$ cat src/rtl/core/uer_pkg.sv
// Shared types, constants and register map of the ultrasonic echo ranger.
package uer_pkg;

    // Width of the microsecond timer
    localparam int TIMER_BITS = 17;
    localparam logic [TIMER_BITS-1:0] TIMER_MAX = {TIMER_BITS{1'b1}};

    // Divider: dividend is ten times the timer value, which needs four more bits
    localparam int DIV_W     = TIMER_BITS + 4;
    localparam int DIV_CNT_W = $clog2(DIV_W);
    localparam logic [DIV_CNT_W-1:0] DIV_LAST = DIV_CNT_W'(DIV_W - 1);

    // Common width for compares against 16-bit registers
    localparam int CMP_W = (DIV_W > 16) ? DIV_W : 16;

    // Configuration port
    localparam int CFG_IDX_W  = 3;
    localparam int CFG_DATA_W = 16;

    localparam logic [CFG_IDX_W-1:0] REG_CLOCKS_PER_US   = 3'd0;
    localparam logic [CFG_IDX_W-1:0] REG_TRIGGER_LOW_US  = 3'd1;
    localparam logic [CFG_IDX_W-1:0] REG_TRIGGER_HIGH_US = 3'd2;
    localparam logic [CFG_IDX_W-1:0] REG_ECHO_TIMEOUT_US = 3'd3;
    localparam logic [CFG_IDX_W-1:0] REG_SOUND_DIVISOR   = 3'd4;
    localparam logic [CFG_IDX_W-1:0] REG_MIN_RANGE_MM    = 3'd5;
    localparam logic [CFG_IDX_W-1:0] REG_MAX_RANGE_MM    = 3'd6;

    // Register reset values
    localparam logic [7:0]  RST_CLOCKS_PER_US   = 8'd72;
    localparam logic [7:0]  RST_TRIGGER_LOW_US  = 8'd2;
    localparam logic [7:0]  RST_TRIGGER_HIGH_US = 8'd10;
    localparam logic [15:0] RST_ECHO_TIMEOUT_US = 16'd30000;
    localparam logic [7:0]  RST_SOUND_DIVISOR   = 8'd58;
    localparam logic [15:0] RST_MIN_RANGE_MM    = 16'd20;
    localparam logic [15:0] RST_MAX_RANGE_MM    = 16'd4000;

    // Distance reported after a timeout
    localparam logic [15:0] TIMEOUT_CODE = 16'hFFFF;

    // Input transaction
    typedef struct packed {
        logic start_req;
        logic echo_level;
    } uer_in_t;

    // Result transaction
    typedef struct packed {
        logic        trigger_level;
        logic        busy_res;
        logic        done_res;
        logic        ok;
        logic [15:0] range_mm;
    } uer_out_t;

    // Controller to datapath commands
    typedef struct packed {
        logic clr_cnt;
        logic tick;
        logic div_start;
        logic div_step;
        logic res_timeout;
        logic res_ok;
        logic out_load;
        logic out_trig;
        logic out_busy;
        logic out_done;
    } uer_cmd_t;

    // Datapath to controller status
    typedef struct packed {
        logic low_reached;
        logic high_reached;
        logic timed_out;
        logic div_last;
        logic out_free;
    } uer_sts_t;

endpackage

$ cat src/rtl/core/ultrasonic_echo_ranger.sv
// Top level of the ultrasonic echo ranger: controller plus datapath.
//
//  channel | signals                          | role
//  --------+----------------------------------+-------------------------------------
//  in      | in_valid, in_ready, in_data      | start request and echo sample
//  out     | out_valid, out_ready, out_data   | one result transaction per input
//  cfg     | cfg_we, cfg_index, cfg_data      | register write, no wait, no read-back
//
// Every input transaction but the one that sees the echo fall loads its result directly;
// that one runs the serial divider, one quotient bit per cycle (TIMER_BITS + 4 steps),
// then clamps and loads it in S_FIN once the output is free, with in_ready low throughout.
// The output register lets a new transaction in while the last result is taken.
// A stalled output holds in_ready low. Reset loads the register defaults, idle phase.
module ultrasonic_echo_ranger import uer_pkg::*; (
    input  logic                  clk,
    input  logic                  rst_n,
    input  logic                  cfg_we,
    input  logic [CFG_IDX_W-1:0]  cfg_index,
    input  logic [CFG_DATA_W-1:0] cfg_data,
    input  logic                  in_valid,
    output logic                  in_ready,
    input  uer_in_t               in_data,
    output logic                  out_valid,
    input  logic                  out_ready,
    output uer_out_t              out_data
);

    uer_cmd_t cmd;
    uer_sts_t sts;

    // Phase sequencer
    uer_ctrl u_ctrl (
        .clk      (clk),
        .rst_n    (rst_n),
        .in_valid (in_valid),
        .in_ready (in_ready),
        .in_data  (in_data),
        .sts      (sts),
        .cmd      (cmd)
    );

    // Timer, divider and result storage
    uer_dp u_dp (
        .clk       (clk),
        .rst_n     (rst_n),
        .cfg_we    (cfg_we),
        .cfg_index (cfg_index),
        .cfg_data  (cfg_data),
        .cmd       (cmd),
        .sts       (sts),
        .out_valid (out_valid),
        .out_ready (out_ready),
        .out_data  (out_data)
    );

endmodule

$ cat src/rtl/core/uer_dp.sv
// Datapath: config registers, microsecond timer, serial divider, result and output registers.
module uer_dp import uer_pkg::*; (
    input  logic                  clk,
    input  logic                  rst_n,
    input  logic                  cfg_we,
    input  logic [CFG_IDX_W-1:0]  cfg_index,
    input  logic [CFG_DATA_W-1:0] cfg_data,
    input  uer_cmd_t              cmd,
    output uer_sts_t              sts,
    output logic                  out_valid,
    input  logic                  out_ready,
    output uer_out_t              out_data
);

    // Configuration registers
    logic [7:0]  clocks_per_us_reg,   clocks_per_us_next;
    logic [7:0]  trigger_low_us_reg,  trigger_low_us_next;
    logic [7:0]  trigger_high_us_reg, trigger_high_us_next;
    logic [15:0] echo_timeout_us_reg, echo_timeout_us_next;
    logic [7:0]  sound_divisor_reg,   sound_divisor_next;
    logic [15:0] min_range_mm_reg,    min_range_mm_next;
    logic [15:0] max_range_mm_reg,    max_range_mm_next;

    // Timer, divider, results, output
    logic [7:0]            prescale_reg,  prescale_next;
    logic [TIMER_BITS-1:0] elapsed_reg,   elapsed_next;
    logic [DIV_W-1:0]      quo_reg,       quo_next;
    logic [7:0]            rem_reg,       rem_next;
    logic [DIV_CNT_W-1:0]  div_cnt_reg,   div_cnt_next;
    logic [15:0]           last_dist_reg, last_dist_next;
    logic                  last_ok_reg,   last_ok_next;
    logic                  out_valid_reg, out_valid_next;
    uer_out_t              out_data_reg,  out_data_next;

    logic [7:0]            cpu_eff;
    logic [7:0]            div_eff;
    logic [7:0]            pres_inc;
    logic                  us_wrap;
    logic [7:0]            pres_tick;
    logic [TIMER_BITS-1:0] el_tick;
    logic [CMP_W-1:0]      el_cmp;
    logic [DIV_W-1:0]      dividend;
    logic [8:0]            rem_sh;
    logic                  rem_ge;
    logic [7:0]            rem_sub;
    logic [CMP_W-1:0]      quo_cmp;
    logic [CMP_W-1:0]      min_cmp;
    logic [CMP_W-1:0]      max_cmp;
    logic [CMP_W-1:0]      clamped;

    // Config write decode
    always_comb
    begin
        clocks_per_us_next   = clocks_per_us_reg;
        trigger_low_us_next  = trigger_low_us_reg;
        trigger_high_us_next = trigger_high_us_reg;
        echo_timeout_us_next = echo_timeout_us_reg;
        sound_divisor_next   = sound_divisor_reg;
        min_range_mm_next    = min_range_mm_reg;
        max_range_mm_next    = max_range_mm_reg;
        if (cfg_we)
        begin
            unique case (cfg_index)
                REG_CLOCKS_PER_US:   clocks_per_us_next   = cfg_data[7:0];
                REG_TRIGGER_LOW_US:  trigger_low_us_next  = cfg_data[7:0];
                REG_TRIGGER_HIGH_US: trigger_high_us_next = cfg_data[7:0];
                REG_ECHO_TIMEOUT_US: echo_timeout_us_next = cfg_data;
                REG_SOUND_DIVISOR:   sound_divisor_next   = cfg_data[7:0];
                REG_MIN_RANGE_MM:    min_range_mm_next    = cfg_data;
                REG_MAX_RANGE_MM:    max_range_mm_next    = cfg_data;
                default: ;
            endcase
        end
    end

    // Prescaler and saturating microsecond counter, value after one tick
    always_comb
    begin
        cpu_eff   = (clocks_per_us_reg == 8'd0) ? 8'd1 : clocks_per_us_reg;
        pres_inc  = prescale_reg + 8'd1;
        us_wrap   = (pres_inc >= cpu_eff);
        pres_tick = us_wrap ? 8'd0 : pres_inc;
        el_tick   = elapsed_reg;
        if (us_wrap && (elapsed_reg != TIMER_MAX))
            el_tick = elapsed_reg + TIMER_BITS'(1);
        el_cmp = CMP_W'(el_tick);
    end

    // Phase-end tests on the ticked timer
    assign sts.low_reached  = (el_cmp >= CMP_W'(trigger_low_us_reg));
    assign sts.high_reached = (el_cmp >= CMP_W'(trigger_high_us_reg));
    assign sts.timed_out    = (el_cmp > CMP_W'(echo_timeout_us_reg)) || (el_tick == TIMER_MAX);
    assign sts.div_last     = (div_cnt_reg == DIV_LAST);
    assign sts.out_free     = !out_valid_reg || out_ready;

    always_comb
    begin
        prescale_next = prescale_reg;
        elapsed_next  = elapsed_reg;
        if (cmd.clr_cnt)
        begin
            prescale_next = 8'd0;
            elapsed_next  = '0;
        end
        else if (cmd.tick)
        begin
            prescale_next = pres_tick;
            elapsed_next  = el_tick;
        end
    end

    // Restoring divider, one quotient bit per step: 10 * us / divisor
    always_comb
    begin
        div_eff  = (sound_divisor_reg == 8'd0) ? 8'd1 : sound_divisor_reg;
        dividend = (DIV_W'(elapsed_reg) << 3) + (DIV_W'(elapsed_reg) << 1);
        rem_sh   = {rem_reg, quo_reg[DIV_W-1]};
        rem_ge   = (rem_sh >= {1'b0, div_eff});
        rem_sub  = 8'(rem_sh - {1'b0, div_eff});
        quo_next     = quo_reg;
        rem_next     = rem_reg;
        div_cnt_next = div_cnt_reg;
        if (cmd.div_start)
        begin
            quo_next     = dividend;
            rem_next     = 8'd0;
            div_cnt_next = '0;
        end
        else if (cmd.div_step)
        begin
            quo_next     = {quo_reg[DIV_W-2:0], rem_ge};
            rem_next     = rem_ge ? rem_sub : rem_sh[7:0];
            div_cnt_next = div_cnt_reg + DIV_CNT_W'(1);
        end
    end

    // Clamp; the minimum is tested first, so it wins only for values below it
    always_comb
    begin
        quo_cmp = CMP_W'(quo_reg);
        min_cmp = CMP_W'(min_range_mm_reg);
        max_cmp = CMP_W'(max_range_mm_reg);
        if (quo_cmp < min_cmp)
            clamped = min_cmp;
        else if (quo_cmp > max_cmp)
            clamped = max_cmp;
        else
            clamped = quo_cmp;
    end

    // Result registers and output stage
    always_comb
    begin
        last_dist_next = last_dist_reg;
        last_ok_next   = last_ok_reg;
        if (cmd.res_timeout)
        begin
            last_dist_next = TIMEOUT_CODE;
            last_ok_next   = 1'b0;
        end
        else if (cmd.res_ok)
        begin
            last_dist_next = clamped[15:0];
            last_ok_next   = 1'b1;
        end

        out_data_next  = out_data_reg;
        out_valid_next = out_valid_reg && !out_ready;
        if (cmd.out_load)
        begin
            out_valid_next              = 1'b1;
            out_data_next.trigger_level = cmd.out_trig;
            out_data_next.busy_res      = cmd.out_busy;
            out_data_next.done_res      = cmd.out_done;
            out_data_next.ok            = last_ok_next;
            out_data_next.range_mm      = last_dist_next;
        end
    end

    always_ff @(posedge clk or negedge rst_n)
    begin
        if (!rst_n)
        begin
            clocks_per_us_reg   <= RST_CLOCKS_PER_US;
            trigger_low_us_reg  <= RST_TRIGGER_LOW_US;
            trigger_high_us_reg <= RST_TRIGGER_HIGH_US;
            echo_timeout_us_reg <= RST_ECHO_TIMEOUT_US;
            sound_divisor_reg   <= RST_SOUND_DIVISOR;
            min_range_mm_reg    <= RST_MIN_RANGE_MM;
            max_range_mm_reg    <= RST_MAX_RANGE_MM;
            prescale_reg        <= 8'd0;
            elapsed_reg         <= '0;
            div_cnt_reg         <= '0;
            last_dist_reg       <= 16'd0;
            last_ok_reg         <= 1'b0;
            out_valid_reg       <= 1'b0;
        end
        else
        begin
            clocks_per_us_reg   <= clocks_per_us_next;
            trigger_low_us_reg  <= trigger_low_us_next;
            trigger_high_us_reg <= trigger_high_us_next;
            echo_timeout_us_reg <= echo_timeout_us_next;
            sound_divisor_reg   <= sound_divisor_next;
            min_range_mm_reg    <= min_range_mm_next;
            max_range_mm_reg    <= max_range_mm_next;
            prescale_reg        <= prescale_next;
            elapsed_reg         <= elapsed_next;
            div_cnt_reg         <= div_cnt_next;
            last_dist_reg       <= last_dist_next;
            last_ok_reg         <= last_ok_next;
            out_valid_reg       <= out_valid_next;
        end
    end

    // Payload registers, no reset
    always_ff @(posedge clk)
    begin
        quo_reg      <= quo_next;
        rem_reg      <= rem_next;
        out_data_reg <= out_data_next;
    end

    assign out_valid = out_valid_reg;
    assign out_data  = out_data_reg;

    // Checks
    a_timeout_code: assert property (@(posedge clk) disable iff (!rst_n)
        cmd.res_timeout |=> (last_dist_reg == TIMEOUT_CODE) && !last_ok_reg)
        else $error("timeout did not record the timeout code");

    a_clear: assert property (@(posedge clk) disable iff (!rst_n)
        cmd.clr_cnt |=> (elapsed_reg == '0) && (prescale_reg == 8'd0))
        else $error("counters not cleared on phase change");

    a_out_load: assert property (@(posedge clk) disable iff (!rst_n)
        cmd.out_load |=> out_valid_reg && (out_data_reg.ok == last_ok_reg))
        else $error("output register not loaded with current result");

endmodule

$ cat src/rtl/core/uer_ctrl.sv
// Controller: measurement phase sequencer and divider sequencing.
module uer_ctrl import uer_pkg::*; (
    input  logic     clk,
    input  logic     rst_n,
    input  logic     in_valid,
    output logic     in_ready,
    input  uer_in_t  in_data,
    input  uer_sts_t sts,
    output uer_cmd_t cmd
);

    typedef enum logic [2:0] {
        S_IDLE,
        S_TLOW,
        S_THIGH,
        S_RISE,
        S_FALL,
        S_DIV,
        S_FIN
    } state_t;

    state_t state_reg, state_next;
    logic   take;

    // A transaction is taken only outside S_DIV and S_FIN, with room at the output
    assign in_ready = (state_reg != S_DIV) && (state_reg != S_FIN) && sts.out_free;
    assign take     = in_valid && in_ready;

    // Next state and commands
    always_comb
    begin
        state_next = state_reg;
        cmd        = '0;
        unique case (state_reg)
            S_IDLE:
            begin
                if (take)
                begin
                    cmd.out_load = 1'b1;
                    if (in_data.start_req)
                    begin
                        cmd.clr_cnt = 1'b1;
                        state_next  = S_TLOW;
                    end
                end
            end
            S_TLOW:
            begin
                if (take)
                begin
                    cmd.out_load = 1'b1;
                    cmd.tick     = 1'b1;
                    if (sts.low_reached)
                    begin
                        cmd.clr_cnt = 1'b1;
                        state_next  = S_THIGH;
                    end
                end
            end
            S_THIGH:
            begin
                if (take)
                begin
                    cmd.out_load = 1'b1;
                    cmd.tick     = 1'b1;
                    if (sts.high_reached)
                    begin
                        cmd.clr_cnt = 1'b1;
                        state_next  = S_RISE;
                    end
                end
            end
            S_RISE:
            begin
                if (take)
                begin
                    cmd.out_load = 1'b1;
                    if (in_data.echo_level)
                    begin
                        cmd.clr_cnt = 1'b1;
                        state_next  = S_FALL;
                    end
                    else
                    begin
                        cmd.tick = 1'b1;
                        if (sts.timed_out)
                        begin
                            cmd.res_timeout = 1'b1;
                            cmd.out_done    = 1'b1;
                            cmd.clr_cnt     = 1'b1;
                            state_next      = S_IDLE;
                        end
                    end
                end
            end
            S_FALL:
            begin
                if (take)
                begin
                    if (!in_data.echo_level)
                    begin
                        // echo ended: scale the width, result goes out after the divide
                        cmd.div_start = 1'b1;
                        cmd.clr_cnt   = 1'b1;
                        state_next    = S_DIV;
                    end
                    else
                    begin
                        cmd.out_load = 1'b1;
                        cmd.tick     = 1'b1;
                        if (sts.timed_out)
                        begin
                            cmd.res_timeout = 1'b1;
                            cmd.out_done    = 1'b1;
                            cmd.clr_cnt     = 1'b1;
                            state_next      = S_IDLE;
                        end
                    end
                end
            end
            S_DIV:
            begin
                cmd.div_step = 1'b1;
                if (sts.div_last)
                    state_next = S_FIN;
            end
            S_FIN:
            begin
                if (sts.out_free)
                begin
                    cmd.res_ok   = 1'b1;
                    cmd.out_load = 1'b1;
                    cmd.out_done = 1'b1;
                    state_next   = S_IDLE;
                end
            end
            default:
            begin
                state_next = S_IDLE;
            end
        endcase
        cmd.out_trig = (state_next == S_THIGH);
        cmd.out_busy = (state_next != S_IDLE);
    end

    always_ff @(posedge clk or negedge rst_n)
    begin
        if (!rst_n)
            state_reg <= S_IDLE;
        else
            state_reg <= state_next;
    end

    // Checks
    a_load_room: assert property (@(posedge clk) disable iff (!rst_n)
        cmd.out_load |-> sts.out_free)
        else $error("output loaded while a result is still pending");

    a_done_idle: assert property (@(posedge clk) disable iff (!rst_n)
        (cmd.out_load && cmd.out_done) |-> (!cmd.out_busy && !cmd.out_trig))
        else $error("done reported with measurement still running");

    a_div_len: assert property (@(posedge clk) disable iff (!rst_n)
        (state_reg == S_FIN) |-> $past(state_reg == S_DIV) || $past(state_reg == S_FIN))
        else $error("finish entered without a divide");

endmodule

$ cat config.mk
export PLATFORM = sky130hd
export DESIGN_NAME = ultrasonic_echo_ranger
export DESIGN_NICKNAME = d
export VERILOG_FILES = /design/src/rtl/core/uer_pkg.sv /design/src/rtl/core/ultrasonic_echo_ranger.sv /design/src/rtl/core/uer_dp.sv /design/src/rtl/core/uer_ctrl.sv
export SDC_FILE = /design/constraint.sdc
export NUM_CORES = 1
export LEC_CHECK = 0
export BUFFER_PORTS_ARGS = -buffer_cell sky130_fd_sc_hd__buf_4
export CAP_MARGIN = 40
export CORE_MARGIN = 2
export CORE_UTILIZATION = 37
export CTS_BUF_LIST = sky130_fd_sc_hd__clkbuf_4
export DETAILED_ROUTE_END_ITERATION = 6
export PLACE_DENSITY = 0.59
export SLEW_MARGIN = 5
export SYNTH_ARGS = -nofsm -noshare
export SYNTH_HDL_FRONTEND = slang
export SYNTH_SLANG_ARGS = --single-unit
$ cat constraint.sdc
create_clock -name clk -period 4.8 [get_ports clk]
set_input_delay 0 -clock clk [delete_from_list [all_inputs] [get_ports clk]]
set_output_delay 0 -clock clk [all_outputs]
set_load 0.005 [all_outputs]
==> metrics <==
Pleak between 0.005 and 0.006 uW; root buf cell clkbuf_4; P&R area growth vs syn 21.21%; cell with the most instances after synthesis dfrtp_1; die height 177.1 um; fillers about 2900; total power 5996 uW; WS Path Type reg -> reg; Tcrit/Tclk final 100.5%; gr usage total a little under a fifth; layout cells sized above 1 27.20%; post-synth cell types 74; Finished Cell Area 13440 um^2; RSZ-0062 raised after global routing yes; HP Class in -> reg; fin. max-slew vios 0; Async SR Flop Fraction 72.78%; dpl hpwl 20280 um; CTS clk-pin slew, worst paths 0.19 ns; Starting Density 37.51%; CTS tree yes; Cell Chain, Critical Path ha_2 > nand3_2 > nor2_2 > xor2_1 > ha_1 > and3_4 > buf_4 > a221oi_4 > nor2_2 > nor2_4 > nor2_4 > nand3_4 > nor2_2 > xor2_1 > ha_1 > nand4_1 > a311oi_2 > o41ai_2 > o211ai_2 > nor4b_4 > a311oi_2 > o32ai_4 > clkbuf_16 > nor2_2; Slowest-stage cell, CP o32ai_4; total CTS buffers 17; vias in the first global route about 8400; end-of-flow core utilization a little under half; number of synthesized flops with an enable pin 41; final hold vios 0; clock sinks 180; Synth Flop Type dfrtp_1; delay-heaviest family, CP compound AO/OA/AOI/OAI gates; WL final 28290 um; WP data required 5.32 ns; Synth area leader dfrtp_1; row count between 60 and 70; Crit path arrival time 5.34 ns; Die ar. 31360 um^2; routability cong. 0.8852; syn_nets 1252; Residual DRC 0; Synth Warn # 0; max reg flops 21; 1st-iter DRT viols 556; Placement Setup Slack -0.08056 ns; core box area 29560 um^2; Antenna Nets Post-Route 0; drt first pass iters 5; worst-path fanout max 6; Max Root-Sink Buffers 2; failing checks setup timing; Final Skew 0.03588 ns; Setup crit end kind flip-flop; Final Critical Period ~4.8 ns; CP startpoint kind flip-flop; Slew HR between 40 and 50%; status finished, violations left; Avg WL per Cell 17.01 um; Post-Syn Area per Cell 9.855 um^2; largest net degree at the start of global routing 66; max-cap viol count 0; latest clock arrival within the worst-skew pair 0.62 ns; cell repeated most along the worst path nor2_2; VDD IR-drop max 0.0002837 V; Final setup violation count 12; Synth top cells by count dfrtp_1, inv_1, ha_1; power density cells about 450 nW/um^2; initial antenna violation count 2; Worst Tran Pin Value 0.8462 ns; first-pass GRT wire length ~45000 um; Buf/Inv on CP 2; H-tree depth 4; via count 8650; top cell type's share of synthesized area 24.15%; Mapped Cells approximately 1100; chip width between 150 and 200 um; I/O pin cnt 48; grt total ovfl 0; critical path's largest stage delay 0.50 ns; post-synthesis sequential area ratio a little over two fifths; DP Area 12340 um^2; FF+latch count, synth 180; Fmax 207.3 MHz; fin worst setup slack -0.02492 ns; synthesized cell area 11090 um^2; top cells by area, synth dfrtp_1, ha_1, edfxtp_1, mux2_2, dfstp_2; IO Port Bufs 47; Nets roughly 1400; Vias/cell ~5.2
[final timing paths]
kind | cells past startpoint | slack, ns | startpoint | endpoint
setup / recovery | 24 | -0.02 | u_dp.prescale_reg[1] | u_dp.elapsed_reg[0]
hold / removal | 7 | 0.12 | in_data[1] | u_ctrl.state_reg[0]
setup reg to reg | 24 | -0.02 | u_dp.prescale_reg[1] | u_dp.elapsed_reg[0]
hold reg to reg | 2 | 0.49 | u_dp.rem_reg[7] | u_dp.rem_reg[7]
max in group asynchronous | 4 | 2.81 | rst_n | u_dp.min_range_mm_reg[9]
min in group asynchronous | 3 | 0.48 | rst_n | u_dp.echo_timeout_us_reg[11]
[cells by family after synthesis]
logic type / after synthesis / synth area share [%]
xor gates and xnor gates: 57 / 4.503
and+or+nand+nor: 326 / 14.56
DFF: 180 / 42.39
muxes: 87 / 8.622
adders and majority gates: 101 / 11.53
buffers and inverters: 146 / 5.123
AOI/OAI and AO/OA: 228 / 13.27
[tightest hold or removal path, delay by kind of cell]
family | cells | cell delay (ns)
compound gates | 3 | 0.41
simple gates | 2 | 0.12
buf+inv | 2 | 0.16
[cell usage in the layout, fill, tap and decap left out, drive strengths merged, types with 6 or more instances in the layout]
cell / count
dlygate4sd3: 30
mux2i: 19
nor3: 38
xor2: 20
o21ai: 79
nand4: 15
xnor2: 37
ha: 99
a211oi: 8
nor2b: 8
nand3: 35
buf: 127
a21o: 14
nand2b: 8
nor4: 9
and3: 10
o31ai: 9
nand2: 98
dfrtp: 107
a21oi: 54
dfstp: 24
dfxtp: 8
o21bai: 6
clkinv: 8
inv: 108
clkbuf: 19
nor2: 77
a21boi: 6
mux2: 68
o21a: 6
edfxtp: 41
[through the flow]
| stage | setup TNS, ns | hold WS, ns | instances |
|---|---|---|---|
| after detailed placement | -1.289 | 0.09351 | 1583 |
| after global placement | -0.07195 | 0.09152 | 1581 |
| final | -0.1537 | 0.1188 | 1663 |
| after global routing | -8.347 | 0.1419 | 1663 |
| after CTS | -0.01056 | 0.1051 | 1650 |
| after floorplan | 0 | -0.2956 | 1125 |
[report_power, final]
part           internal [uW]  switching (uW)
combinational           1280            1470
sequential              2050             273
clock                    258             670
[per-layer routing]
| layer | vias to the layer above | GRT usage (%) | wire length, um |
|---|---|---|---|
| met2 | 156 | 29.70 | 13330 |
| met1 | 4194 | 25.67 | 13410 |
| met3 | 32 | 2.491 | 1018 |
| met5 | - | 0 | 0 |
| met4 | 0 | 5.475 | 530 |
| li1 | 4268 | - | - |
[what timing repair did]
item                                    4_1_cts  5_1_grt
pin swaps                                     5       31
hold buffers                                 30        0
gates cloned                                  0        3
hold endpoints to repair                    161        0
endpoints found under the setup margin       29       63
setup buffers                                 5       10
gates resized for setup                       9       55
[layout make-up]
cell class | count | area, um^2 | share of cell area [%]
repair buffers | 159 | 1359 | 10.11
diodes | 1 | 2.502 | 0.01862
clock buffers | 17 | 127.6 | 0.9497
multi-input cells | 799 | 6177 | 45.97
clock inverters | 15 | 200.2 | 1.490
inverters | 102 | 382.9 | 2.849
flip-flops and latches | 180 | 4701 | 34.98
well taps | 390 | 488.0 | 3.631
No activity file was read; power rests on OpenSTA's default activity.
